===== src/hw/rtl/hnst_pkg.sv =====
// ----------------------------------------------------------------------------
// hnst_pkg
// Shared types and constants for the held-note slot tracker.
// ----------------------------------------------------------------------------
package hnst_pkg;

    localparam int SLOTS  = 16;
    localparam int SLOT_W = (SLOTS > 1) ? $clog2(SLOTS) : 1;
    localparam int FUNC_W = 2;
    localparam int CH_W   = 4;
    localparam int NOTE_W = 7;
    localparam int STAT_W = 3;

    typedef enum logic [FUNC_W-1:0] {
        FN_PRESS   = 2'd0,
        FN_RELEASE = 2'd1,
        FN_FLUSH   = 2'd2
    } func_t;

    typedef enum logic [STAT_W-1:0] {
        ST_INSERTED   = 3'd0,
        ST_HELD       = 3'd1,
        ST_FULL       = 3'd2,
        ST_REL_FOUND  = 3'd3,
        ST_REL_MISS   = 3'd4,
        ST_FLUSH_OFF  = 3'd5,
        ST_FLUSH_NONE = 3'd6
    } status_t;

    typedef enum logic [1:0] {
        CS_IDLE,
        CS_SCAN,
        CS_REPLY,
        CS_FLUSH
    } ctrl_state_t;

    typedef struct packed {
        logic load;
        logic scan;
        logic reply;
        logic flush;
    } ctl_cmd_t;

    typedef struct packed {
        func_t in_func;
        logic  scan_done;
        logic  out_free;
        logic  flush_done;
    } dp_stat_t;

endpackage


===== src/hw/rtl/hnst_ctrl.sv =====
// ----------------------------------------------------------------------------
// hnst_ctrl
// Sequencer: takes a word, runs the slot scan and reply or the flush; drops an unused code.
// ----------------------------------------------------------------------------
module hnst_ctrl (
    input  logic              aclk,
    input  logic              aresetn,
    input  logic              s_valid,
    output logic              s_ready,
    input  hnst_pkg::dp_stat_t stat,
    output hnst_pkg::ctl_cmd_t cmd
);

    hnst_pkg::ctrl_state_t state_reg;
    hnst_pkg::ctrl_state_t state_next;

    always_ff @(posedge aclk) begin
        if (!aresetn) begin
            state_reg <= hnst_pkg::CS_IDLE;
        end else begin
            state_reg <= state_next;
        end
    end

    always_comb begin
        state_next = state_reg;
        cmd        = '0;
        s_ready    = 1'b0;
        case (state_reg)
            hnst_pkg::CS_IDLE: begin
                s_ready = 1'b1;
                if (s_valid) begin
                    cmd.load = 1'b1;
                    case (stat.in_func)
                        hnst_pkg::FN_PRESS:   state_next = hnst_pkg::CS_SCAN;
                        hnst_pkg::FN_RELEASE: state_next = hnst_pkg::CS_SCAN;
                        hnst_pkg::FN_FLUSH:   state_next = hnst_pkg::CS_FLUSH;
                        default:              state_next = hnst_pkg::CS_IDLE;
                    endcase
                end
            end
            hnst_pkg::CS_SCAN: begin
                cmd.scan = 1'b1;
                if (stat.scan_done) begin
                    state_next = hnst_pkg::CS_REPLY;
                end
            end
            hnst_pkg::CS_REPLY: begin
                cmd.reply = 1'b1;
                if (stat.out_free) begin
                    state_next = hnst_pkg::CS_IDLE;
                end
            end
            hnst_pkg::CS_FLUSH: begin
                cmd.flush = 1'b1;
                if (stat.flush_done) begin
                    state_next = hnst_pkg::CS_IDLE;
                end
            end
            default: begin
                state_next = hnst_pkg::CS_IDLE;
            end
        endcase
    end

endmodule


===== src/hw/rtl/hnst_dp.sv =====
// ----------------------------------------------------------------------------
// hnst_dp
// Slot table, scan index, match and free-slot search, result register.
// ----------------------------------------------------------------------------
module hnst_dp (
    input  logic                        aclk,
    input  logic                        aresetn,
    input  hnst_pkg::ctl_cmd_t          cmd,
    output hnst_pkg::dp_stat_t          stat,
    input  logic [hnst_pkg::FUNC_W-1:0] s_func,
    input  logic [hnst_pkg::CH_W-1:0]   s_channel,
    input  logic [hnst_pkg::NOTE_W-1:0] s_note,
    output logic                        m_valid,
    input  logic                        m_ready,
    output logic [hnst_pkg::STAT_W-1:0] m_status,
    output logic [hnst_pkg::CH_W-1:0]   m_out_channel,
    output logic [hnst_pkg::NOTE_W-1:0] m_out_note,
    output logic                        m_last
);

    logic [hnst_pkg::SLOTS-1:0]  valid_reg,  valid_next;
    logic [hnst_pkg::CH_W-1:0]   slot_ch_reg   [hnst_pkg::SLOTS];
    logic [hnst_pkg::CH_W-1:0]   slot_ch_next  [hnst_pkg::SLOTS];
    logic [hnst_pkg::NOTE_W-1:0] slot_nt_reg   [hnst_pkg::SLOTS];
    logic [hnst_pkg::NOTE_W-1:0] slot_nt_next  [hnst_pkg::SLOTS];

    hnst_pkg::func_t             func_reg,   func_next;
    logic [hnst_pkg::CH_W-1:0]   ch_reg,     ch_next;
    logic [hnst_pkg::NOTE_W-1:0] nt_reg,     nt_next;
    logic [hnst_pkg::SLOT_W-1:0] idx_reg,    idx_next;
    logic                        hit_reg,    hit_next;
    logic [hnst_pkg::SLOT_W-1:0] hit_idx_reg, hit_idx_next;
    logic                        free_reg,   free_next;
    logic [hnst_pkg::SLOT_W-1:0] free_idx_reg, free_idx_next;

    logic                        m_valid_reg, m_valid_next;
    hnst_pkg::status_t           m_status_reg, m_status_next;
    logic [hnst_pkg::CH_W-1:0]   m_ch_reg,   m_ch_next;
    logic [hnst_pkg::NOTE_W-1:0] m_nt_reg,   m_nt_next;
    logic                        m_last_reg, m_last_next;

    logic                        out_free;
    logic                        cur_valid;
    logic                        any_held;
    logic                        more_above;
    logic                        cur_match;

    always_ff @(posedge aclk) begin
        if (!aresetn) begin
            valid_reg   <= '0;
            m_valid_reg <= 1'b0;
        end else begin
            valid_reg   <= valid_next;
            m_valid_reg <= m_valid_next;
        end
    end

    always_ff @(posedge aclk) begin
        slot_ch_reg  <= slot_ch_next;
        slot_nt_reg  <= slot_nt_next;
        func_reg     <= func_next;
        ch_reg       <= ch_next;
        nt_reg       <= nt_next;
        idx_reg      <= idx_next;
        hit_reg      <= hit_next;
        hit_idx_reg  <= hit_idx_next;
        free_reg     <= free_next;
        free_idx_reg <= free_idx_next;
        m_status_reg <= m_status_next;
        m_ch_reg     <= m_ch_next;
        m_nt_reg     <= m_nt_next;
        m_last_reg   <= m_last_next;
    end

    // status toward the sequencer and slot lookups at the scan index
    always_comb begin
        out_free   = !m_valid_reg || m_ready;
        cur_valid  = valid_reg[idx_reg];
        any_held   = |valid_reg;
        cur_match  = cur_valid && (slot_ch_reg[idx_reg] == ch_reg)
                     && (slot_nt_reg[idx_reg] == nt_reg);
        more_above = 1'b0;
        for (int j = 0; j < hnst_pkg::SLOTS; j++) begin
            if (j > int'(idx_reg)) begin
                more_above = more_above | valid_reg[j];
            end
        end
        stat.in_func    = hnst_pkg::func_t'(s_func);
        stat.scan_done  = (idx_reg == hnst_pkg::SLOT_W'(hnst_pkg::SLOTS - 1));
        stat.out_free   = out_free;
        stat.flush_done = out_free && (!any_held || (cur_valid && !more_above));
    end

    always_comb begin
        valid_next    = valid_reg;
        slot_ch_next  = slot_ch_reg;
        slot_nt_next  = slot_nt_reg;
        func_next     = func_reg;
        ch_next       = ch_reg;
        nt_next       = nt_reg;
        idx_next      = idx_reg;
        hit_next      = hit_reg;
        hit_idx_next  = hit_idx_reg;
        free_next     = free_reg;
        free_idx_next = free_idx_reg;
        m_valid_next  = m_valid_reg && !m_ready;
        m_status_next = m_status_reg;
        m_ch_next     = m_ch_reg;
        m_nt_next     = m_nt_reg;
        m_last_next   = m_last_reg;

        if (cmd.load) begin
            func_next = hnst_pkg::func_t'(s_func);
            ch_next   = s_channel;
            nt_next   = s_note;
            idx_next  = '0;
            hit_next  = 1'b0;
            free_next = 1'b0;
        end

        if (cmd.scan) begin
            if (cur_match && !hit_reg) begin
                hit_next     = 1'b1;
                hit_idx_next = idx_reg;
            end
            if (!cur_valid && !free_reg) begin
                free_next     = 1'b1;
                free_idx_next = idx_reg;
            end
            idx_next = idx_reg + 1'b1;
        end

        if (cmd.reply && out_free) begin
            m_valid_next = 1'b1;
            m_ch_next    = ch_reg;
            m_nt_next    = nt_reg;
            m_last_next  = 1'b1;
            if (func_reg == hnst_pkg::FN_PRESS) begin
                if (hit_reg) begin
                    m_status_next = hnst_pkg::ST_HELD;
                end else if (free_reg) begin
                    m_status_next               = hnst_pkg::ST_INSERTED;
                    valid_next[free_idx_reg]    = 1'b1;
                    slot_ch_next[free_idx_reg]  = ch_reg;
                    slot_nt_next[free_idx_reg]  = nt_reg;
                end else begin
                    m_status_next = hnst_pkg::ST_FULL;
                end
            end else begin
                if (hit_reg) begin
                    m_status_next           = hnst_pkg::ST_REL_FOUND;
                    valid_next[hit_idx_reg] = 1'b0;
                end else begin
                    m_status_next = hnst_pkg::ST_REL_MISS;
                end
            end
        end

        if (cmd.flush) begin
            if (!any_held) begin
                if (out_free) begin
                    m_valid_next  = 1'b1;
                    m_status_next = hnst_pkg::ST_FLUSH_NONE;
                    m_ch_next     = '0;
                    m_nt_next     = '0;
                    m_last_next   = 1'b1;
                end
            end else if (cur_valid) begin
                if (out_free) begin
                    m_valid_next        = 1'b1;
                    m_status_next       = hnst_pkg::ST_FLUSH_OFF;
                    m_ch_next           = slot_ch_reg[idx_reg];
                    m_nt_next           = slot_nt_reg[idx_reg];
                    m_last_next         = !more_above;
                    valid_next[idx_reg] = 1'b0;
                    idx_next            = idx_reg + 1'b1;
                end
            end else begin
                idx_next = idx_reg + 1'b1;
            end
        end
    end

    assign m_valid       = m_valid_reg;
    assign m_status      = m_status_reg;
    assign m_out_channel = m_ch_reg;
    assign m_out_note    = m_nt_reg;
    assign m_last        = m_last_reg;

endmodule


===== src/hw/rtl/held_note_slot_tracker.sv =====
// ----------------------------------------------------------------------------
// held_note_slot_tracker
// Press, release and flush of held notes over a fixed table of slots.
// ----------------------------------------------------------------------------
// press or release: a one-slot-per-cycle scan of the table, then a reply state
//   that registers the result once the output is free; no new word is taken meanwhile
// flush: one note-off per cycle per held slot while the output is free, empty
//   slots skipped at one per cycle; an empty table gives one word
// reset clears the control state, the output valid flag and every slot's
//   valid mark; slot channel and note contents are left as they were
module held_note_slot_tracker (
    input  logic                        aclk,
    input  logic                        aresetn,
    input  logic                        s_valid,
    output logic                        s_ready,
    input  logic [hnst_pkg::FUNC_W-1:0] s_func,
    input  logic [hnst_pkg::CH_W-1:0]   s_channel,
    input  logic [hnst_pkg::NOTE_W-1:0] s_note,
    output logic                        m_valid,
    input  logic                        m_ready,
    output logic [hnst_pkg::STAT_W-1:0] m_status,
    output logic [hnst_pkg::CH_W-1:0]   m_out_channel,
    output logic [hnst_pkg::NOTE_W-1:0] m_out_note,
    output logic                        m_last
);

    hnst_pkg::ctl_cmd_t cmd;
    hnst_pkg::dp_stat_t stat;

    hnst_ctrl u_ctrl (
        .aclk    (aclk),
        .aresetn (aresetn),
        .s_valid (s_valid),
        .s_ready (s_ready),
        .stat    (stat),
        .cmd     (cmd)
    );

    hnst_dp u_dp (
        .aclk          (aclk),
        .aresetn       (aresetn),
        .cmd           (cmd),
        .stat          (stat),
        .s_func        (s_func),
        .s_channel     (s_channel),
        .s_note        (s_note),
        .m_valid       (m_valid),
        .m_ready       (m_ready),
        .m_status      (m_status),
        .m_out_channel (m_out_channel),
        .m_out_note    (m_out_note),
        .m_last        (m_last)
    );

    // press and release replies are single words
    assert property (@(posedge aclk) disable iff (!aresetn)
        m_valid && (m_status != hnst_pkg::ST_FLUSH_OFF) |-> m_last)
        else $error("single-word reply without last");

    // status codes stay in range
    assert property (@(posedge aclk) disable iff (!aresetn)
        m_valid |-> (m_status <= hnst_pkg::ST_FLUSH_NONE))
        else $error("status code out of range");

    // a press or release keeps the block busy for the scan
    assert property (@(posedge aclk) disable iff (!aresetn)
        s_valid && s_ready && ((s_func == hnst_pkg::FN_PRESS) || (s_func == hnst_pkg::FN_RELEASE))
        |=> !s_ready)
        else $error("input taken during slot scan");

endmodule


===== config.mk =====
export PLATFORM = sky130hd
export DESIGN_NAME = held_note_slot_tracker
export DESIGN_NICKNAME = d
export VERILOG_FILES = /design/src/hw/rtl/hnst_pkg.sv /design/src/hw/rtl/hnst_ctrl.sv /design/src/hw/rtl/hnst_dp.sv /design/src/hw/rtl/held_note_slot_tracker.sv
export SDC_FILE = /design/constraint.sdc
export NUM_CORES = 1
export LEC_CHECK = 0
export BUFFER_PORTS_ARGS = -buffer_cell sky130_fd_sc_hd__clkbuf_2
export CORE_AREA = 2 2 154 118
export DETAILED_ROUTE_END_ITERATION = 12
export DIE_AREA = 0 0 156 120
export GPL_TIMING_DRIVEN = 0
export PLACE_DENSITY = 0.85
export SKIP_CTS_REPAIR_TIMING = 1
export SLEW_MARGIN = 20
export SYNTH_ARGS = -nofsm -noshare
export SYNTH_HDL_FRONTEND = slang
export SYNTH_SLANG_ARGS = --single-unit

===== constraint.sdc =====
create_clock -name aclk -period 3.7 [get_ports aclk]
set_input_delay 0.185 -clock aclk [delete_from_list [all_inputs] [get_ports aclk]]
set_output_delay 0.185 -clock aclk [all_outputs]
set_load 0.03 [all_outputs]

==> flow_metrics.tcl <==
set metrics [dict create \
    fp.coreArea_um2 17300 \
    grt_pass1_vias 6482 \
    diodes 0 \
    cts-root-buf "clkbuf_16" \
    netlist.top_cell.by_area "edfxtp_1" \
    cts_max_path_buffers 3 \
    synth.net_count 665 \
    min_period_over_period_pct 94.5 \
    power_leakage_nw 3.81 \
    maxSlewHeadroom_pct 33.1 \
    timing.rr.end "u_dp.hit_idx_reg[3]" \
    crit_fanout 10 \
    gr-usage-all-layers_pct 29.5 \
    grt.overflow.total 0 \
    synthDominantCellAreaShare_pct 58.1 \
    cp_cell_sequence "buf_2 > buf_2 > mux4_2 > mux2i_1 > mux2i_1 > xnor2_1 > nand4_1 > nor4_2" \
    syn_to_final_growth_pct 14.0 \
    nFillCells 1119 \
    tightest_slew_ns 1.00 \
    reg2regPathDepth 8 \
    ys_top_cells_by_area "edfxtp_1, mux4_2, dfxtp_1" \
    p_sw_mw 2.16 \
    synth.distinct_cells 60 \
    num_vias 6482 \
    antenna_found_initial 0 \
    rows 42 \
    layout-drive-gt1-share_pct 22.4 \
    rrSetupSlack_ns 0.20 \
    synth-main-ff-cell "edfxtp_1" \
    drtIter0Drc 847 \
    cts_num_sinks 237 \
    start_kind "register" \
    largest_reg_flops 112 \
    routed_wirelength_um 27200 \
    grt_pass1_wl_um 40000 \
    crit_buf_inv 2 \
    finalSetupTns_ns 0 \
    setup_viol 0 \
    min_path_type "input port to register" \
    maxCapViolCount 0 \
    drv_slew 0 \
    cts.clk_slew.worst_paths_ns 0.06 \
    synth-edff-count 197 \
    dp_worst_setup_slack_ns 0.182 \
    avgSynthCellArea_um2 15.8 \
    ys_warn_count 0 \
    viasPerCell 6.77 \
    r2r-start "u_dp.idx_reg[3]" \
    rsz0062_at_grt "no" \
    yosysSeqAreaShare_pct 66.0 \
    first_pass_iters 5 \
    initial_utilization_pct 58.9 \
    max_stage_delay_ns 0.67 \
    final_nets 743 \
    grt_start_max_net_pins 22 \
    ioPinCount 34 \
    period_needed_ns 3.50 \
    die_w_um 156 \
    dp_hpwl_um 17400 \
    status "completed" \
    routedWlPerCell_um 28.4 \
    synth_area_um2 10200 \
    hold_viol 0 \
    slowest_stage "nor4_2" \
    postSynthCellCount 644 \
    cts_buffers 22 \
    async_flop_share_pct 0 \
    die-area_um2 18700 \
    p_sw_share_pct 30.0 \
    clkPwrFrac_pct 31.1 \
    cp-end-kind "register" \
    cp.arrival_ns 3.65 \
    ys_ff_latch 237 \
    gp_congestion 0.937 \
    antenna_left 0 \
    drc_errors 0 \
    crit_family "simple AND/OR/NAND/NOR gates" \
    synth_commonest_cells "edfxtp_1, dfxtp_1, mux4_2, nor2_1, mux2i_1" \
    die-height_um 120 \
    cts_tree "built" \
    final_core_util_pct 67.1 \
    cts_max_level 1 \
    io_buffers 32 \
    path_class "register to register" \
    powerDensity_nw_per_um2 621 \
    p_comb_share_pct 24.9 \
    finalWorstSetupSlack_ns 0.203 \
    holdCritStartpoint "m_ready" \
    clk_latency_ns 0.52 \
    timing.fmax_ghz 0.286 \
    yosysMostFrequentCell "edfxtp_1" \
    ir_drop_mv 0.498 \
    fin_skew_ns 0.0123 \
    critPathRequiredTime_ns 3.85 \
    holdPathStages 3 \
    hold_ws_ns 0.0448 \
    whs_endpoint "u_dp.m_valid" \
    intPower_mw 5.04 \
    seq_power_share_pct 44.1 \
]
## layout by cell type, fill, tap and decap left out, types with 8 or more instances in the layout
cell type and count:
edfxtp_1 197, dfxtp_1 40, mux4_2 38, mux2i_1 36
clkbuf_2 33, nand2_1 29, nor2_1 23, o21ai_0 22
clkbuf_16 22, clkbuf_1 20, a31oi_1 17, nor2_2 16
nor2b_1 14, a21oi_1 13, dlygate4sd3_1 13, mux2_2 12
o221ai_1 11, nand3_1 10, buf_6 10, nand2b_1 9
nand3b_1 8
## power groups by stage
stage	clock, mW	sequential, mW	combinational [mW]
floorplan	0	3.30	1.15
global placement	0	3.21	1.69
detailed placement	0	3.22	1.73
CTS	2.24	3.17	1.75
global route	2.34	3.19	1.88
finish	2.24	3.17	1.79
## cell type report
type                    count  area, um^2  area share, %
clock buffers              27         579           4.99
multi-input cells         365        3260           28.1
plain buffers              34         218           1.88
inverters                   8        30.0          0.259
repair buffers             54         403           3.47
clock inverters            12         120           1.04
flip-flops and latches    237        6720           57.9
well taps                 220         275           2.37
## tightest hold or removal path: cells and delay by family
kind,cells,cell delay (ns)
compound gates,1,0.09
buf+inv,1,0.09
simple gates,1,0.14
## per-stage QoR
| step | power, mW | cells | cell area [um^2] |
|---|---|---|---|
| final | 7.21 | 957 | 11600 |
| after global routing | 7.40 | 957 | 11600 |
| after CTS | 7.16 | 944 | 11500 |
| after detailed placement | 4.96 | 905 | 10800 |
| after global placement | 4.90 | 896 | 10600 |
| after floorplan | 4.45 | 644 | 10200 |
## routing by layer
layer	part of all wire (%)	vias to the layer above	GRT usage [%]
met5	0	-	0
met4	2.8	0	9.23
met3	10	54	5.16
met2	48	434	47.7
met1	39	3256	41.4
li1	-	2738	-
## how the worst max path moves through the flow
stage	depth (start not counted)	from	slack (ns)	end
final	8	u_dp.idx_reg[3]	0.20	u_dp.hit_idx_reg[3]
after global placement	10	u_dp.m_valid	-0.25	u_dp.valid_reg[12]
after CTS	6	u_dp.idx_reg[2]	0.17	u_dp.hit_idx_reg[0]
after floorplan	10	u_dp.m_valid	0.77	u_dp.valid_reg[12]
after global routing	7	u_dp.idx_reg[0]	0.07	u_dp.hit_idx_reg[3]
after detailed placement	6	u_dp.idx_reg[2]	0.18	u_dp.hit_idx_reg[2]
## kinds of logic after synthesis
family,count (synthesis),synth area share [%]
AND/OR/NAND/NOR,141,7.18
buffers and inverters,42,2.42
adder cells (fa/ha/maj),4,0.492
flip-flops,237,66.0
XOR/XNOR,10,0.860
AO/OA/AOI/OAI,116,7.76
multiplexers,94,15.3
(Power assumes the default switching activity.)
